`src/sv/ira_pkg.sv`:
```
// ---------------------------------------------------------------------------
// ira_pkg: shared types and constants of the I2C register access master
// Word layouts, configuration register indexes and the bus sequencer phases.
// ---------------------------------------------------------------------------
`default_nettype none

package ira_pkg;

  // Divider width default
  localparam int DIVIDER_BITS_DEF = 16;

  // Configuration register indexes
  localparam logic CFG_DEVICE_ADDR = 1'b0;
  localparam logic CFG_HALF_PERIOD = 1'b1;

  // Configuration reset values
  localparam logic [7:0]  DEVICE_ADDR_RST = 8'd144;
  localparam logic [15:0] HALF_PERIOD_RST = 16'd100;

  // Byte constants
  localparam logic [7:0] ADDR_MASK = 8'hfe;
  localparam logic [7:0] READ_BIT  = 8'h01;
  localparam logic [7:0] FILL_BYTE = 8'hff;
  localparam logic [7:0] MSB_MASK  = 8'h80;

  // Bus sequencer phases
  typedef enum logic [4:0] {
    PH_IDLE        = 5'd0,
    PH_START_LOW   = 5'd1,
    PH_START_SETUP = 5'd2,
    PH_START_HOLD  = 5'd3,
    PH_BIT_LOW     = 5'd4,
    PH_BIT_HIGH    = 5'd5,
    PH_STOP_LOW    = 5'd6,
    PH_STOP_HIGH   = 5'd7,
    PH_STOP_END    = 5'd8
  } phase_t;

  // One input word (one tick)
  typedef struct packed {
    logic        command_valid;
    logic        func;
    logic [7:0]  register_pointer;
    logic [15:0] write_word;
    logic        sda_sample;
  } in_item_t;

  // One result word
  typedef struct packed {
    logic        scl_level;
    logic        sda_pull_low;
    logic        busy_res;
    logic        done_res;
    logic [15:0] read_word;
    logic [2:0]  ack_failures;
  } out_item_t;

  // Configuration register contents
  typedef struct packed {
    logic [7:0]  device_address_byte;
    logic [15:0] half_period_ticks;
  } cfg_t;

endpackage

`default_nettype wire

```
`src/sv/ira_if.sv`:
```
// ---------------------------------------------------------------------------
// ira_if: valid/ready channels of the I2C register access master
// Input tick channel and result channel, each with source and sink views.
// ---------------------------------------------------------------------------
`default_nettype none

interface ira_in_if;
  logic        valid;
  logic        ready;
  logic        command_valid;
  logic        func;
  logic [7:0]  register_pointer;
  logic [15:0] write_word;
  logic        sda_sample;

  modport source (
    output valid, command_valid, func, register_pointer, write_word, sda_sample,
    input  ready
  );
  modport sink (
    input  valid, command_valid, func, register_pointer, write_word, sda_sample,
    output ready
  );
endinterface

interface ira_out_if;
  logic        valid;
  logic        ready;
  logic        scl_level;
  logic        sda_pull_low;
  logic        busy_res;
  logic        done_res;
  logic [15:0] read_word;
  logic [2:0]  ack_failures;

  modport source (
    output valid, scl_level, sda_pull_low, busy_res, done_res, read_word, ack_failures,
    input  ready
  );
  modport sink (
    input  valid, scl_level, sda_pull_low, busy_res, done_res, read_word, ack_failures,
    output ready
  );
endinterface

`default_nettype wire

```
`src/sv/ira_seq.sv`:
```
// ---------------------------------------------------------------------------
// ira_seq: bus sequencer of the I2C register access master
// Holds the transaction state and works out one tick per step: divider,
// phase advance, bit shifting, acknowledge sampling and the result word.
// ---------------------------------------------------------------------------
`default_nettype none

module ira_seq #(
  parameter int DIVIDER_BITS = ira_pkg::DIVIDER_BITS_DEF
) (
  input  wire logic               clk,
  input  wire logic               rst_n,
  input  wire logic               step,
  input  wire ira_pkg::in_item_t  item,
  input  wire ira_pkg::cfg_t      cfg,
  output ira_pkg::out_item_t      res
);

  localparam int HW = (DIVIDER_BITS > 16) ? DIVIDER_BITS : 16;

  // Sequencer state
  ira_pkg::phase_t         phase_r, phase_nxt;
  logic [2:0]              byte_step_r, byte_step_nxt;
  logic [3:0]              bit_count_r, bit_count_nxt;
  logic [7:0]              shift_byte_r, shift_byte_nxt;
  logic [DIVIDER_BITS-1:0] div_r, div_nxt;
  logic                    func_r, func_nxt;
  logic [7:0]              ptr_r, ptr_nxt;
  logic [15:0]             word_r, word_nxt;
  logic [15:0]             gathered_r, gathered_nxt;
  logic [2:0]              fail_r, fail_nxt;
  logic                    scl_r, scl_nxt;
  logic                    pull_r, pull_nxt;

  logic [HW-1:0]           half_ext;
  logic [HW-1:0]           dmask_ext;
  logic [HW-1:0]           half_sat;
  logic [DIVIDER_BITS-1:0] half_db;
  logic [DIVIDER_BITS-1:0] div_inc;
  logic                    done;
  logic                    load_next;

  // Byte to send at a given byte step
  function automatic logic [7:0] load_byte(input logic rd, input logic [2:0] bstep,
                                           input logic [7:0] addr, input logic [7:0] ptr,
                                           input logic [15:0] word);
    logic [7:0] a;
    a = addr & ira_pkg::ADDR_MASK;
    if (bstep == 3'd0)      return a;
    else if (bstep == 3'd1) return ptr;
    else if (rd)            return (bstep == 3'd2) ? (a | ira_pkg::READ_BIT)
                                                   : ira_pkg::FILL_BYTE;
    else if (bstep == 3'd2) return word[15:8];
    else                    return word[7:0];
  endfunction

  // SDA pull for the current bit slot
  function automatic logic bit_pull(input logic rd, input logic [2:0] bstep,
                                    input logic [3:0] bcnt, input logic [7:0] sbyte);
    logic reading;
    reading = rd && (bstep >= 3'd3);
    if (bcnt < 4'd8) return reading ? 1'b0 : ((sbyte & ira_pkg::MSB_MASK) == 8'd0);
    else             return reading ? (bstep == 3'd3) : 1'b0;
  endfunction

  // Clamp the half period to the divider range, zero counts as one
  assign half_ext  = HW'(cfg.half_period_ticks);
  assign dmask_ext = HW'({DIVIDER_BITS{1'b1}});
  assign half_sat  = (half_ext > dmask_ext) ? dmask_ext : half_ext;
  assign half_db   = (half_sat == '0) ? DIVIDER_BITS'(1) : half_sat[DIVIDER_BITS-1:0];
  assign div_inc   = div_r + DIVIDER_BITS'(1);

  // Next state and result of one tick
  always_comb begin
    phase_nxt      = phase_r;
    byte_step_nxt  = byte_step_r;
    bit_count_nxt  = bit_count_r;
    shift_byte_nxt = shift_byte_r;
    div_nxt        = div_r;
    func_nxt       = func_r;
    ptr_nxt        = ptr_r;
    word_nxt       = word_r;
    gathered_nxt   = gathered_r;
    fail_nxt       = fail_r;
    scl_nxt        = scl_r;
    pull_nxt       = pull_r;
    done           = 1'b0;
    load_next      = 1'b0;

    if (phase_r == ira_pkg::PH_IDLE) begin
      if (item.command_valid) begin
        func_nxt       = item.func;
        ptr_nxt        = item.register_pointer;
        word_nxt       = item.write_word;
        byte_step_nxt  = 3'd0;
        bit_count_nxt  = 4'd0;
        shift_byte_nxt = 8'd0;
        gathered_nxt   = 16'd0;
        fail_nxt       = 3'd0;
        div_nxt        = '0;
        phase_nxt      = ira_pkg::PH_START_LOW;
        scl_nxt        = 1'b0;
        pull_nxt       = 1'b0;
      end
    end else begin
      div_nxt = div_inc;
      if (div_inc >= half_db) begin
        div_nxt = '0;
        unique case (phase_r)
          ira_pkg::PH_START_LOW: begin
            phase_nxt = ira_pkg::PH_START_SETUP;
            scl_nxt   = 1'b1;
            pull_nxt  = 1'b0;
          end
          ira_pkg::PH_START_SETUP: begin
            phase_nxt = ira_pkg::PH_START_HOLD;
            scl_nxt   = 1'b1;
            pull_nxt  = 1'b1;
          end
          ira_pkg::PH_START_HOLD: begin
            load_next = 1'b1;
          end
          ira_pkg::PH_BIT_LOW: begin
            phase_nxt = ira_pkg::PH_BIT_HIGH;
            scl_nxt   = 1'b1;
            pull_nxt  = bit_pull(func_r, byte_step_r, bit_count_r, shift_byte_r);
          end
          ira_pkg::PH_BIT_HIGH: begin
            if (bit_count_r < 4'd8) begin
              // shift in a read bit, advance to the next bit slot
              if (func_r && (byte_step_r >= 3'd3)) begin
                gathered_nxt = {gathered_r[14:0], item.sda_sample};
              end
              shift_byte_nxt = {shift_byte_r[6:0], 1'b0};
              bit_count_nxt  = bit_count_r + 4'd1;
              phase_nxt      = ira_pkg::PH_BIT_LOW;
              scl_nxt        = 1'b0;
              pull_nxt       = bit_pull(func_r, byte_step_r, bit_count_nxt, shift_byte_nxt);
            end else begin
              // acknowledge slot: count a missing ACK, pick the next byte
              if (!(func_r && (byte_step_r >= 3'd3)) && item.sda_sample &&
                  (fail_r != 3'd7)) begin
                fail_nxt = fail_r + 3'd1;
              end
              byte_step_nxt = byte_step_r + 3'd1;
              if (func_r && (byte_step_nxt == 3'd2)) begin
                phase_nxt = ira_pkg::PH_START_LOW;
                scl_nxt   = 1'b0;
                pull_nxt  = 1'b0;
              end else if (byte_step_nxt >= (func_r ? 3'd5 : 3'd4)) begin
                phase_nxt = ira_pkg::PH_STOP_LOW;
                scl_nxt   = 1'b0;
                pull_nxt  = 1'b1;
              end else begin
                load_next = 1'b1;
              end
            end
          end
          ira_pkg::PH_STOP_LOW: begin
            phase_nxt = ira_pkg::PH_STOP_HIGH;
            scl_nxt   = 1'b1;
            pull_nxt  = 1'b1;
          end
          ira_pkg::PH_STOP_HIGH: begin
            phase_nxt = ira_pkg::PH_STOP_END;
            scl_nxt   = 1'b1;
            pull_nxt  = 1'b0;
          end
          default: begin
            phase_nxt = ira_pkg::PH_IDLE;
            scl_nxt   = 1'b1;
            pull_nxt  = 1'b0;
            done      = 1'b1;
          end
        endcase

        // load the next byte into the shifter
        if (load_next) begin
          shift_byte_nxt = load_byte(func_r, byte_step_nxt, cfg.device_address_byte,
                                     ptr_r, word_r);
          bit_count_nxt  = 4'd0;
          phase_nxt      = ira_pkg::PH_BIT_LOW;
          scl_nxt        = 1'b0;
          pull_nxt       = bit_pull(func_r, byte_step_nxt, 4'd0, shift_byte_nxt);
        end
      end
    end

    res.scl_level    = scl_nxt;
    res.sda_pull_low = pull_nxt;
    res.busy_res     = (phase_nxt != ira_pkg::PH_IDLE);
    res.done_res     = done;
    res.read_word    = done ? gathered_nxt : 16'd0;
    res.ack_failures = done ? fail_nxt : 3'd0;
  end

  // Advance the state once per processed tick
  always_ff @(posedge clk) begin
    if (!rst_n) begin
      phase_r      <= ira_pkg::PH_IDLE;
      byte_step_r  <= 3'd0;
      bit_count_r  <= 4'd0;
      shift_byte_r <= 8'd0;
      div_r        <= '0;
      func_r       <= 1'b0;
      ptr_r        <= 8'd0;
      word_r       <= 16'd0;
      gathered_r   <= 16'd0;
      fail_r       <= 3'd0;
      scl_r        <= 1'b1;
      pull_r       <= 1'b0;
    end else if (step) begin
      phase_r      <= phase_nxt;
      byte_step_r  <= byte_step_nxt;
      bit_count_r  <= bit_count_nxt;
      shift_byte_r <= shift_byte_nxt;
      div_r        <= div_nxt;
      func_r       <= func_nxt;
      ptr_r        <= ptr_nxt;
      word_r       <= word_nxt;
      gathered_r   <= gathered_nxt;
      fail_r       <= fail_nxt;
      scl_r        <= scl_nxt;
      pull_r       <= pull_nxt;
    end
  end

endmodule

`default_nettype wire

```
`src/sv/i2c_register_access_master.sv`:
```
// An accepted word goes from the input register through the sequencer to the
// result register. Throughput: one tick word per cycle while the result
// channel takes words; the input register and the result register let a new
// word enter while the previous result waits.
// Reset (synchronous, rst_n low): sequencer idle, SCL high, SDA released,
// both registers empty, device address 144, half period 100 ticks.
// ---------------------------------------------------------------------------
// i2c_register_access_master: tick-driven I2C master for 16-bit registers
// Input register, bus sequencer and result register, plus the config port.
// ---------------------------------------------------------------------------
`default_nettype none

module i2c_register_access_master #(
  parameter int DIVIDER_BITS = ira_pkg::DIVIDER_BITS_DEF
) (
  input  wire logic        clk,
  input  wire logic        rst_n,
  ira_in_if.sink           in_ch,
  ira_out_if.source        out_ch,
  input  wire logic        cfg_we,
  input  wire logic        cfg_index,
  input  wire logic [15:0] cfg_wdata
);

  logic                in_v_r;
  ira_pkg::in_item_t   in_item_r;
  logic                out_v_r;
  ira_pkg::out_item_t  out_item_r;
  ira_pkg::out_item_t  seq_res;
  ira_pkg::cfg_t       cfg_r;
  logic                advance;
  logic                in_take;

  // Move a word from the input register to the result register
  assign advance  = in_v_r && (!out_v_r || out_ch.ready);
  assign in_ch.ready = !in_v_r || advance;
  assign in_take  = in_ch.valid && in_ch.ready;

  // Configuration registers
  always_ff @(posedge clk) begin
    if (!rst_n) begin
      cfg_r.device_address_byte <= ira_pkg::DEVICE_ADDR_RST;
      cfg_r.half_period_ticks   <= ira_pkg::HALF_PERIOD_RST;
    end else if (cfg_we) begin
      unique case (cfg_index)
        ira_pkg::CFG_DEVICE_ADDR: cfg_r.device_address_byte <= cfg_wdata[7:0];
        ira_pkg::CFG_HALF_PERIOD: cfg_r.half_period_ticks   <= cfg_wdata;
        default: ;
      endcase
    end
  end

  // Input register: valid flag
  always_ff @(posedge clk) begin
    if (!rst_n) begin
      in_v_r <= 1'b0;
    end else if (in_ch.ready) begin
      in_v_r <= in_ch.valid;
    end
  end

  // Input register: payload
  always_ff @(posedge clk) begin
    if (in_take) begin
      in_item_r.command_valid    <= in_ch.command_valid;
      in_item_r.func             <= in_ch.func;
      in_item_r.register_pointer <= in_ch.register_pointer;
      in_item_r.write_word       <= in_ch.write_word;
      in_item_r.sda_sample       <= in_ch.sda_sample;
    end
  end

  ira_seq #(
    .DIVIDER_BITS (DIVIDER_BITS)
  ) u_seq (
    .clk   (clk),
    .rst_n (rst_n),
    .step  (advance),
    .item  (in_item_r),
    .cfg   (cfg_r),
    .res   (seq_res)
  );

  // Result register: valid flag
  always_ff @(posedge clk) begin
    if (!rst_n) begin
      out_v_r <= 1'b0;
    end else if (advance) begin
      out_v_r <= 1'b1;
    end else if (out_ch.ready) begin
      out_v_r <= 1'b0;
    end
  end

  // Result register: payload
  always_ff @(posedge clk) begin
    if (advance) begin
      out_item_r <= seq_res;
    end
  end

  assign out_ch.valid        = out_v_r;
  assign out_ch.scl_level    = out_item_r.scl_level;
  assign out_ch.sda_pull_low = out_item_r.sda_pull_low;
  assign out_ch.busy_res     = out_item_r.busy_res;
  assign out_ch.done_res     = out_item_r.done_res;
  assign out_ch.read_word    = out_item_r.read_word;
  assign out_ch.ack_failures = out_item_r.ack_failures;

`ifndef SYNTHESIS
  // a completed transaction is never reported as still busy
  a_done_not_busy: assert property (@(posedge clk) disable iff (!rst_n)
    (out_v_r && out_item_r.done_res) |-> !out_item_r.busy_res)
    else $error("done word reports busy");

  // an empty input register always takes a word
  a_ready_when_empty: assert property (@(posedge clk) disable iff (!rst_n)
    !in_v_r |-> in_ch.ready)
    else $error("input stalled while empty");

  // a processed tick always lands in the result register
  a_advance_fills_out: assert property (@(posedge clk) disable iff (!rst_n)
    advance |=> out_v_r)
    else $error("processed tick lost");

  // at most four bytes can miss their acknowledge
  a_fail_bound: assert property (@(posedge clk) disable iff (!rst_n)
    (out_v_r && out_item_r.done_res) |-> (out_item_r.ack_failures <= 3'd4))
    else $error("ack failure count out of range");
`endif

endmodule

`default_nettype wire

```
`src/flat_wrapper.sv`:
```
// flat-port wrapper written by rule: the top's interface ports become plain ports
module i2c_register_access_master_flat 
#(
  parameter int DIVIDER_BITS = ira_pkg::DIVIDER_BITS_DEF
)
  (clk, rst_n, cfg_we, cfg_index, cfg_wdata, in_ch_valid, in_ch_command_valid, in_ch_func, in_ch_register_pointer, in_ch_write_word, in_ch_sda_sample, in_ch_ready, out_ch_valid, out_ch_scl_level, out_ch_sda_pull_low, out_ch_busy_res, out_ch_done_res, out_ch_read_word, out_ch_ack_failures, out_ch_ready);
  ira_in_if in_ch_i ();
  ira_out_if out_ch_i ();
  input  wire logic clk;
  input  wire logic rst_n;
  input  wire logic cfg_we;
  input  wire logic cfg_index;
  input  wire logic [15:0] cfg_wdata;
  input wire logic [$bits(in_ch_i.valid)-1:0] in_ch_valid;
  input wire logic [$bits(in_ch_i.command_valid)-1:0] in_ch_command_valid;
  input wire logic [$bits(in_ch_i.func)-1:0] in_ch_func;
  input wire logic [$bits(in_ch_i.register_pointer)-1:0] in_ch_register_pointer;
  input wire logic [$bits(in_ch_i.write_word)-1:0] in_ch_write_word;
  input wire logic [$bits(in_ch_i.sda_sample)-1:0] in_ch_sda_sample;
  output wire logic [$bits(in_ch_i.ready)-1:0] in_ch_ready;
  output wire logic [$bits(out_ch_i.valid)-1:0] out_ch_valid;
  output wire logic [$bits(out_ch_i.scl_level)-1:0] out_ch_scl_level;
  output wire logic [$bits(out_ch_i.sda_pull_low)-1:0] out_ch_sda_pull_low;
  output wire logic [$bits(out_ch_i.busy_res)-1:0] out_ch_busy_res;
  output wire logic [$bits(out_ch_i.done_res)-1:0] out_ch_done_res;
  output wire logic [$bits(out_ch_i.read_word)-1:0] out_ch_read_word;
  output wire logic [$bits(out_ch_i.ack_failures)-1:0] out_ch_ack_failures;
  input wire logic [$bits(out_ch_i.ready)-1:0] out_ch_ready;
  assign in_ch_i.valid = in_ch_valid;
  assign in_ch_i.command_valid = in_ch_command_valid;
  assign in_ch_i.func = in_ch_func;
  assign in_ch_i.register_pointer = in_ch_register_pointer;
  assign in_ch_i.write_word = in_ch_write_word;
  assign in_ch_i.sda_sample = in_ch_sda_sample;
  assign in_ch_ready = in_ch_i.ready;
  assign out_ch_valid = out_ch_i.valid;
  assign out_ch_scl_level = out_ch_i.scl_level;
  assign out_ch_sda_pull_low = out_ch_i.sda_pull_low;
  assign out_ch_busy_res = out_ch_i.busy_res;
  assign out_ch_done_res = out_ch_i.done_res;
  assign out_ch_read_word = out_ch_i.read_word;
  assign out_ch_ack_failures = out_ch_i.ack_failures;
  assign out_ch_i.ready = out_ch_ready;
  i2c_register_access_master #(.DIVIDER_BITS(DIVIDER_BITS)) u_core (.clk(clk), .rst_n(rst_n), .in_ch(in_ch_i), .out_ch(out_ch_i), .cfg_we(cfg_we), .cfg_index(cfg_index), .cfg_wdata(cfg_wdata));
endmodule
```
`config.mk`:
```
export PLATFORM = sky130hd
export DESIGN_NAME = i2c_register_access_master_flat
export DESIGN_NICKNAME = d
export VERILOG_FILES = /design/src/sv/ira_pkg.sv /design/src/sv/ira_if.sv /design/src/sv/ira_seq.sv /design/src/sv/i2c_register_access_master.sv /design/src/flat_wrapper.sv
export SDC_FILE = /design/constraint.sdc
export NUM_CORES = 1
export LEC_CHECK = 0
export BUFFER_PORTS_ARGS = -buffer_cell sky130_fd_sc_hd__buf_4
export CORE_MARGIN = 2
export CORE_UTILIZATION = 45
export DETAILED_ROUTE_END_ITERATION = 8
export PLACE_DENSITY_LB_ADDON = 0.12
export SYNTH_ARGS = -nofsm -noshare
export SYNTH_HDL_FRONTEND = slang
export SYNTH_SLANG_ARGS = --single-unit
```
`constraint.sdc`:
```
create_clock -name clk -period 8.54 [get_ports clk]
set_input_delay 1.708 -clock clk [delete_from_list [all_inputs] [get_ports clk]]
set_output_delay 1.708 -clock clk [all_outputs]
set_load 0.01 [all_outputs]
```
# Word-level counts from Yosys, hierarchy flattened
# Cells that the tools add are included.
dict set report classes {
  n_mux 86
  order_cmp 7
  reduce_logical 31
  addsub 4
  bitwise 1
  n_eq_ne 13
}
# cell count
set op_table {}
lappend op_table {{2-to-1 mux 16 bit} 11}
lappend op_table {{2-to-1 mux 8 bit} 14}
lappend op_table {{2-to-1 mux 3 bit} 13}
lappend op_table {{2-to-1 mux 5 bit} 7}
lappend op_table {{case mux 5 bit (7 select lines)} 1}
lappend op_table {{2-to-1 mux 1 bit} 31}
lappend op_table {{zero test 8 bit} 3}
lappend op_table {{2-to-1 mux 4 bit} 6}
lappend op_table {{== test 5 x 3 -> 1 bit (second input constant)} 4}
lappend op_table {{adder 16 x 1 -> 16 bit (second input constant)} 1}
lappend op_table {{>= comparator 16 bit} 1}
lappend op_table {{> comparator 16 bit (second input constant)} 1}
lappend op_table {{zero test 16 bit} 1}
lappend op_table {{== test 5 x 2 -> 1 bit (second input constant)} 2}
lappend op_table {{== test 3 x 2 -> 1 bit (second input constant)} 3}
lappend op_table {{< comparator 4 bit (second input constant)} 2}
lappend op_table {{logical AND 1 bit} 7}
lappend op_table {{OR reduction 7 bit} 1}
lappend op_table {{adder 3 x 1 -> 3 bit (second input constant)} 2}
lappend op_table {{>= comparator 3 x 2 -> 1 bit (second input constant)} 2}
lappend op_table {{AND reduction 2 bit} 3}
lappend op_table {{AND reduction 3 bit} 2}
lappend op_table {{nonzero test 3 bit} 2}
lappend op_table {{== test 5 x 1 -> 1 bit (second input constant)} 1}
lappend op_table {{16 further kinds} 21}
dict set report word_totals {
  output_inout_bits 25
  regBits 158
  word_cells 169
  inputBits 49
}

# Depth between registers and ports, before layout
# Gate-level depths: netlist of run 1.
dict set report depth {
  word_depth 20
  depth_mapped 14
  ltp_nobuf 12
}

# Hierarchy
# From an unflattened synthesis of run 1, not the netlist that was laid out.
dict set report hier_totals {
  hier_cells 772
  hier_area_um2 7429.6
}
# module area_each_um2 instances cells_each seq_area_each_um2
set by_module_without_submodules {}
lappend by_module_without_submodules {ira_seq 4895.9 1 607 1641.6}
lappend by_module_without_submodules {i2c_register_access_master 2533.7 1 165 2021.9}

# Least setup slack after synthesis of run 1
# No wires, ideal clock.
dict set report synth_timing {
  path_type {input to register}
  startpoint {in out_ch_ready}
  endpoint {reg u_core.u_seq.func_r}
  required_time_ns 8.470
  n_path_buf 2
  path_stages 8
  arrival_time_ns 3.834
  slack_ns 4.635
  setup_time_ns 0.070
  cell_sequence {nor2b_1 -> nand2b_1 -> clkbuf_1 -> clkinv_1 -> nand3_1 -> clkbuf_1 -> nand2_1 -> a21oi_1}
}
dict set report synth_between {
  elab_chain_cells 3
}
# item line_no
set synth_lines {}
lappend synth_lines {{from (decl)} flat_wrapper.sv:28} ;# input wire logic [$bits(out_ch_i.ready)-1:0] out_ch_ready;
lappend synth_lines {{logical OR 1 bit} i2c_register_access_master.sv:35} ;# assign advance = in_v_r && (!out_v_r || out_ch.ready);
lappend synth_lines {{logical AND 1 bit} i2c_register_access_master.sv:35}
lappend synth_lines {{net u_core.advance} i2c_register_access_master.sv:31} ;# logic advance;
lappend synth_lines {{AND reduction 3 bit (no line)} n/a}
lappend synth_lines {{to (signal assigned)} ira_seq.sv:218} ;# func_r <= func_nxt;
lappend synth_lines {{to (decl)} ira_seq.sv:27} ;# logic func_r, func_nxt;
# The timed path passes the listed nets, and every way through them passes these cells.
# A chain may end at the register's enable or synchronous reset.

# Final worst setup path of run 1
dict set report layout_timing {
  startpoint {in out_ch_ready}
  endpoint {reg u_core.u_seq.byte_step_r[2]}
}
dict set report layout_between {
  elab_chain_cells 3
}
# item line_no
set layout_lines {}
lappend layout_lines {{logical OR 1 bit} i2c_register_access_master.sv:35}
lappend layout_lines {{logical AND 1 bit} i2c_register_access_master.sv:35}
lappend layout_lines {{net u_core.advance} i2c_register_access_master.sv:31}
lappend layout_lines {{AND reduction 3 bit (no line)} n/a}
lappend layout_lines {{to (signal assigned)} ira_seq.sv:214} ;# byte_step_r <= byte_step_nxt;
lappend layout_lines {{to (decl)} ira_seq.sv:23} ;# logic [2:0] byte_step_r, byte_step_nxt;
# The timed path passes the listed nets, and every way through them passes these cells.

==> summary.txt, run 1 <==
Placed design
  • DP Area: approximately 7900 um^2
  • Pre-CTS WS: ~3.1 ns
  • Post-detail-place hpwl: 11200 um
  • Inst Count DP: just over 1000
  • Gpl congestion: around 0.86
  • Port buffer count: 73

Detailed routing
  • DR WL/cell: roughly 16 um
  • Pre-antenna DRT Iters: 5
  • Residual DRC: 0
  • Routed wire length: 16400 um
  • Via count: about 5800
  • Drt initial violations: ~400
  • Post-route ant nets: 0
  • Via/cell ratio: about 5.5

Hold path
  • Worst Hold Path Cells: 2
  • Hold Crit Class: flop to flop

GRT
  • GRT Total Usage: between 20% and 30%
  • GRT overflow: 0
  • Initial antenna violation count: 0
  • Pin count of the biggest net entering global routing: 75
  • First-pass GRT wire length: between 20000 and 30000 um
  • Vias in the first global route: 5610

Critical path
  • R2R cell count: 12
  • Worst-path maximum fanout: 30
  • Worst path depth: 7
  • Most used cell, CP: nand3_1
  • Crit start category: input pin
  • Critical Path AT: ~5.2 ns
  • Slowest CP cell: nand3_1
  • Crit path kind: input pin to flop
  • CP cell instances: buf_4 > nor2b_1 > nand2b_1 > clkinv_1 > nand3_1 > nand3_1 > mux2i_1
  • Buf+Inv Stages, Crit Path: 2
  • Crit path largest cell delay: 1.24 ns
  • Worst EP required: slightly below 9 ns
  • CP delay by family, top: simple AND/OR/NAND/NOR gates
  • Endpoint type of the worst setup path: flop

Clock tree
  • CTS Root Cell: clkbuf_16
  • CTS clk-pin slew, worst paths: roughly 0.060 ns
  • CTS tree: yes
  • Clk sinks: ~160
  • Num CTS Buffers: 17
  • CTS H-tree depth: 4
  • Skew-Pair Late Insertion Delay: 0.42 ns
  • # resized after CTS: 0
  • CTS hold repair buffers: 0
  • Maximum clock insertion buffer count: 2
  • Postcts setup bufs: 0

Floorplanning
  • DIE HEIGHT: roughly 130 um
  • IO Count: between 70 and 80
  • CORE AREA: around 16000 um^2
  • Initial Util: 45.8%
  • Die area: 17100 um^2
  • Die X: approximately 130 um
  • Row cnt: 46

Synthesis
  • Syn avg cell area: between 9 and 10 um^2
  • Post-synthesis cell type count: 74
  • Post-synthesis sequential area ratio: between 50% and 60%
  • Syn Nets: between 800 and 900
  • Synth Flop Type: dfxtp_1
  • #FFs+latches synth: approximately 160
  • Gate Count Post-Synth: around 770
  • Post-synth EDFFs: 50
  • Share of flip-flops with an asynchronous set or reset: 0%
  • Mapped Area: 7250 um^2
  • Synth warnings: 0

Final layout
  • Area of the multi-input gates: between 3000 and 4000 um^2
  • Register area: about 3600 um^2
  • N_diodes: 0
  • Final nets: slightly below 900
  • Share of cells above drive strength 1: between 15 and 20%
  • Util after Layout: a little over half
  • FILL cells: approximately 1400
  • Layout area overhead: 16.5%
  • Finished Cell Area: ~8400 um^2
  • Finished Layout Cells: approximately 1000

Timing
  • TNS Setup: 0 ns
  • Max-slew violations: 0
  • Min Hold Slack: 0.454 ns
  • Slew @ Worst Pin: roughly 1.2 ns
  • Fin worst setup slack: approximately 3.7 ns
  • Fmax: ~210 MHz
  • Final hold violations: 0
  • Final setup viols: 0
  • Final period utilization: 56.8%
  • Slew headroom: roughly a fifth
  • Final Skew: ~0.0065 ns
  • Minimum clock period: around 4.8 ns
  • RSZ-0062 raised after global routing: false

Run
  • Max_cap viols: 0

Power
  • PD cells: ~190 nW/um^2
  • Leak: approximately 3.2 nW
  • Design Power: 1.62 mW
  • Peak VDD IR: between 0.00015 and 0.0002 V

Status
  • Status: complete, no violations
==> where the power goes <==
group,internal (mW),total [mW],switching (mW)
clock,0.386,0.701,0.315
sequential,0.796,0.810,0.0140
combinational,0.0435,0.108,0.0641
total,1.23,1.62,0.393
==> layer usage <==
metal / global-route usage [%] / routed length [um] / vias up
met5: 0 / 0 / -
met4: 7.95 / 379 / 0
met3: 4.36 / 605 / 26
met2: 32.8 / 7820 / 136
met1: 27.0 / 7630 / 2728
li1: - / - / 2903
==> worst min-delay path, delay by kind of cell (launching register included) <==
family | cells | cell delay (ns)
AOI/OAI and AO/OA | 1 | 0.05
DFF | 1 | 0.31
and+or+nand+nor | 1 | 0.05
==> worst paths after layout <==
path / from / end / slack (ns)
min: u_core.u_seq.word_r[5] / u_core.u_seq.word_r[5] / 0.45
max reg2reg: u_core.u_seq.div_r[2] / u_core.u_seq.gathered_r[8] / 4.14
max: out_ch_ready / u_core.u_seq.byte_step_r[2] / 3.69
min reg2reg: u_core.u_seq.word_r[5] / u_core.u_seq.word_r[5] / 0.45
==> synth_stat cells, types with 6 or more instances <==
cell type  instances  area, um^2
a21oi_1           82         410
a22o_1            16         140
a31oi_1           12        75.1
and3_1            25         156
clkbuf_1          33         124
dfxtp_1          107        2140
edfxtp_1          50        1500
ha_1              24         300
inv_1             26        97.6
mux2i_1            9        90.1
nand2_1          140         526
nand2b_1          10        62.6
nand3_1           34         170
nor2_1            21        78.8
nor2b_1            7        43.8
nor3_1             8        40.0
nor4_1             6        37.5
o211ai_1          11        82.6
o21ai_0           15        75.1
o221a_2            7        78.8
o221ai_1           7        61.3
o22ai_1            9        56.3
or3_1              8        50.1
xnor2_1           11        96.3
==> sequential cells by signal, summed over array words and instances, names as in the netlist <==
| name | count |
|---|---|
| u_core.in_v_r | 1 |
| u_core.cfg_r | 23 |
| u_core.out_ch.ack_failures | 3 |
| u_core.u_seq.bit_count_r | 4 |
| u_core.u_seq.gathered_r | 16 |
| u_core.u_seq.byte_step_r | 3 |
| u_core.u_seq.func_r | 1 |
| u_core.out_ch.sda_pull_low | 1 |
| u_core.out_ch.busy_res | 1 |
| u_core.u_seq.pull_r | 1 |
| u_core.out_ch.read_word | 16 |
| u_core.u_seq.fail_r | 3 |
| u_core.u_seq.word_r | 16 |
| u_core.u_seq.ptr_r | 8 |
| u_core.u_seq.div_r | 16 |
| u_core.u_seq.shift_byte_r | 8 |
| u_core.u_seq.phase_r | 5 |
| u_core.out_ch.valid | 1 |
| u_core.u_seq.scl_r | 1 |
| u_core.out_ch.done_res | 1 |
| u_core.in_item_r | 27 |
| u_core.out_ch.scl_level | 1 |
==> layout by cell type, fill, tap and decap left out, drive strengths merged, types with 7 or more instances in the layout <==
cell,Yosys,final
nand2,140,140
dfxtp,107,107
a21oi,83,83
buf,12,75
edfxtp,50,50
nand3,34,34
inv,26,31
and3,25,25
ha,24,24
nor2,24,24
clkbuf,33,19
o21ai,18,18
a22o,16,16
a31oi,12,12
o211ai,11,11
xnor2,11,11
nand2b,10,10
nor3,10,10
o22ai,9,9
mux2i,9,9
or3,8,8
clkinv,1,8
nor2b,7,7
o221ai,7,7
o221a,7,7
==> cells by family after synthesis <==
| logic type | after synthesis | share of synthesized area, % |
|---|---|---|
| simple gates | 294 | 20.0 |
| compound gates | 197 | 18.3 |
| flops | 157 | 50.3 |
| buf+inv | 72 | 4.02 |
| fa+ha+maj | 24 | 4.14 |
| xor+xnor | 15 | 1.81 |
| mux | 10 | 1.40 |
==> final cells by class <==
cell class / instances / area share, %
clock buffer: 19 / 5.25
clock inverter: 13 / 1.27
inverter: 27 / 1.20
multi-input combinational: 540 / 39.2
sequential: 157 / 43.2
tap: 216 / 3.20
timing repair buffer: 75 / 6.67
(Power assumes the default switching activity.)
==> run 2, diff against run 1 <==
==> constraint.sdc (replaced) <==
create_clock -name clk -period 4 [get_ports clk]
set_input_delay 0.8 -clock clk [delete_from_list [all_inputs] [get_ports clk]]
set_output_delay 0.8 -clock clk [all_outputs]
set_load 0.01 [all_outputs]
==> run 2 against run 1 <==
  * Sequential power rose by 110%
  * Setup slack got worse by 3.4 ns
  * Highest routed layer unchanged
  * Critical endpoint is now u_core.out_ch.ack_failures[1]
  * Hold slack barely moved
==> summary.txt, run 2 (synthesis gave the netlist of run 1 again) <==
Status
  • Status: complete, no violations

Final layout
  • Layout area overhead: 18.3%
  • Regs by FF count: u_core.in_item_r: 27 flops, u_core.cfg_r: 23 flops
  • Commonest non-fill, non-tap cell in the layout: nand2_1
  • Final nets: 905 (+1.6%)
  • Largest reg by FF count: u_core.in_item_r
  • Share of cells above drive strength 1: 17.4% (+1.6 points)
  • Util after Layout: 54.2% (+0.82 points)
  • N_diodes: 0 (unchanged)
  • Commonest cells after routing, fill and taps aside: nand2_1, dfxtp_1, buf_4
  • FILL cells: 1422 (-0.97%)
  • Finished Cell Area: 8570 um^2 (+1.5%)
  • Max reg flops: 27 (unchanged)

Detailed routing
  • DR WL/cell: 15.8 um (+0.44%)
  • Drt initial violations: 405 (-1.2%)
  • Residual DRC: 0 (unchanged)
  • Post-route ant nets: 0 (unchanged)
  • Via/cell ratio: 5.59 (+0.95%)
  • Routed wire length: 16700 um (+1.8%)
  • Pre-antenna DRT Iters: 5 (unchanged)
  • Via count: 5926 (+2.3%)

Floorplanning
  • CORE AREA: 15800 um^2 (unchanged)
  • IO Count: 74 (unchanged)
  • DIE HEIGHT: 131 um (unchanged)
  • Die X: 131 um (unchanged)
  • Initial Util: 45.8% (unchanged)
  • Die area: 17100 um^2 (unchanged)
  • Row cnt: 46 (unchanged)

Timing
  • Slew headroom: 24.1% (+4.8 points)
  • Minimum clock period: 3.70 ns
  • Final hold violations: 0 (unchanged)
  • Max-slew violations: 0 (unchanged)
  • Slew @ Worst Pin: 1.14 ns (-0.0716 ns)
  • RSZ-0062 raised after global routing: false
  • Final Skew: 0.00648 ns (-0.0000313 ns)
  • Fmax: 270 MHz
  • TNS Setup: 0 ns (unchanged)
  • Final setup viols: 0 (unchanged)
  • Fin worst setup slack: 0.297 ns (-3.40 ns)
  • Min Hold Slack: 0.454 ns (-0.000255 ns)
  • Final period utilization: 92.6%

GRT
  • GRT overflow: 0 (unchanged)
  • Vias in the first global route: 5542 (-1.2%)
  • GRT Total Usage: 20.4% (+0.024 points)
  • Pin count of the biggest net entering global routing: 46 (-39%)
  • First-pass GRT wire length: 27400 um (+0.40%)
  • Initial antenna violation count: 0 (unchanged)

Clock tree
  • Maximum clock insertion buffer count: 2 (unchanged)
  • CTS tree: yes
  • Postcts setup bufs: 0 (unchanged)
  • CTS Root Cell: clkbuf_16
  • Skew-Pair Late Insertion Delay: 0.43 ns (about the same)
  • Clk sinks: 157 (unchanged)
  • CTS H-tree depth: 4 (unchanged)
  • CTS clk-pin slew, worst paths: 0.06 ns (about the same)
  • Num CTS Buffers: 17 (unchanged)

Hold path
  • Hold Crit Class: flop to flop

Critical path
  • Critical Path AT: 3.87 ns (-1.33 ns)
  • Worst EP required: 4.17 ns (-4.72 ns)
  • Crit start category: flop
  • Endpoint type of the worst setup path: flop
  • Crit path kind: flop to flop
  • Worst-path maximum fanout: 8 (-73%)

Placed design
  • Port buffer count: 73 (unchanged)
  • Gpl congestion: 0.855 (-0.98%)
  • Pre-CTS WS: 0.259 ns (-2.86 ns)
  • DP Area: 8000 um^2 (+1.3%)
  • Post-detail-place hpwl: 11700 um (+3.9%)

Run
  • Max_cap viols: 0 (unchanged)

Power
  • PD cells: 410 nW/um^2 (+110%)
  • Peak VDD IR: 0.000309 V (+100%)
  • Leak: 3.23 nW (+2.1%)
-- run 2: layout make-up --
class | instances | area (um^2) | share of cell area [%]
Sequential cell | 157 | 3640 | 42.5
Multi-Input combinational cell | 540 | 3320 | 38.8
Timing Repair Buffer | 89 | 668 | 7.80
Clock buffer | 18 | 429 | 5.01
Tap cell | 216 | 270 | 3.15
Clock inverter | 14 | 134 | 1.56
Inverter | 27 | 101 | 1.18
-- run 2: power by group --
group | internal [mW] | total (mW) | switching, mW
registers | 1.70 | 1.72 | 0.0262
clock network | 0.867 | 1.55 | 0.681
logic | 0.0985 | 0.243 | 0.145
total | 2.66 | 3.52 | 0.852
-- run 2: what timing repair did --
action | CTS | global route
resized for setup | 0 | 3
endpoints found under the setup margin | 0 | 16
hold buffers | 0 | 0
-- run 2: critical path: stages, from the launching register on --
cell,delay (ns)
dfxtp_1,0.41
ha_1,0.28
nand3_1,0.29
nor4_1,0.52
xor2_1,0.13
ha_1,0.33
and4_1,0.22
and3_1,0.19
a31oi_1,0.14
buf_4,0.20
a21oi_1,0.43
nand3b_1,0.20
a21boi_0,0.10
-- run 2: worst paths after layout --
kind,startpoint,end,slack [ns],cells after the start
worst max-delay path,u_core.u_seq.div_r[1],u_core.out_ch.ack_failures[1],0.30,12
worst max register to register,u_core.u_seq.div_r[1],u_core.out_ch.ack_failures[1],0.30,12
worst min-delay path,u_core.u_seq.word_r[6],u_core.u_seq.word_r[6],0.45,2
worst min register to register,u_core.u_seq.word_r[6],u_core.u_seq.word_r[6],0.45,2
-- run 2: per-layer routing --
| layer | track usage (%) | part of all wire (%) |
|---|---|---|
| met1 | 27.8 | 47 |
| met2 | 32.9 | 48 |
| met3 | 3.66 | 4.2 |
| met4 | 7.13 | 1.3 |
| met5 | 0 | 0 |
-- run 2: through the flow --
stage | cells | total power [mW]
after floorplan | 769 | 1.90
after global placement | 1029 | 2.00
after detailed placement | 1029 | 2.00
after CTS | 1061 | 3.55
after global routing | 1061 | 3.65
final | 1061 | 3.52
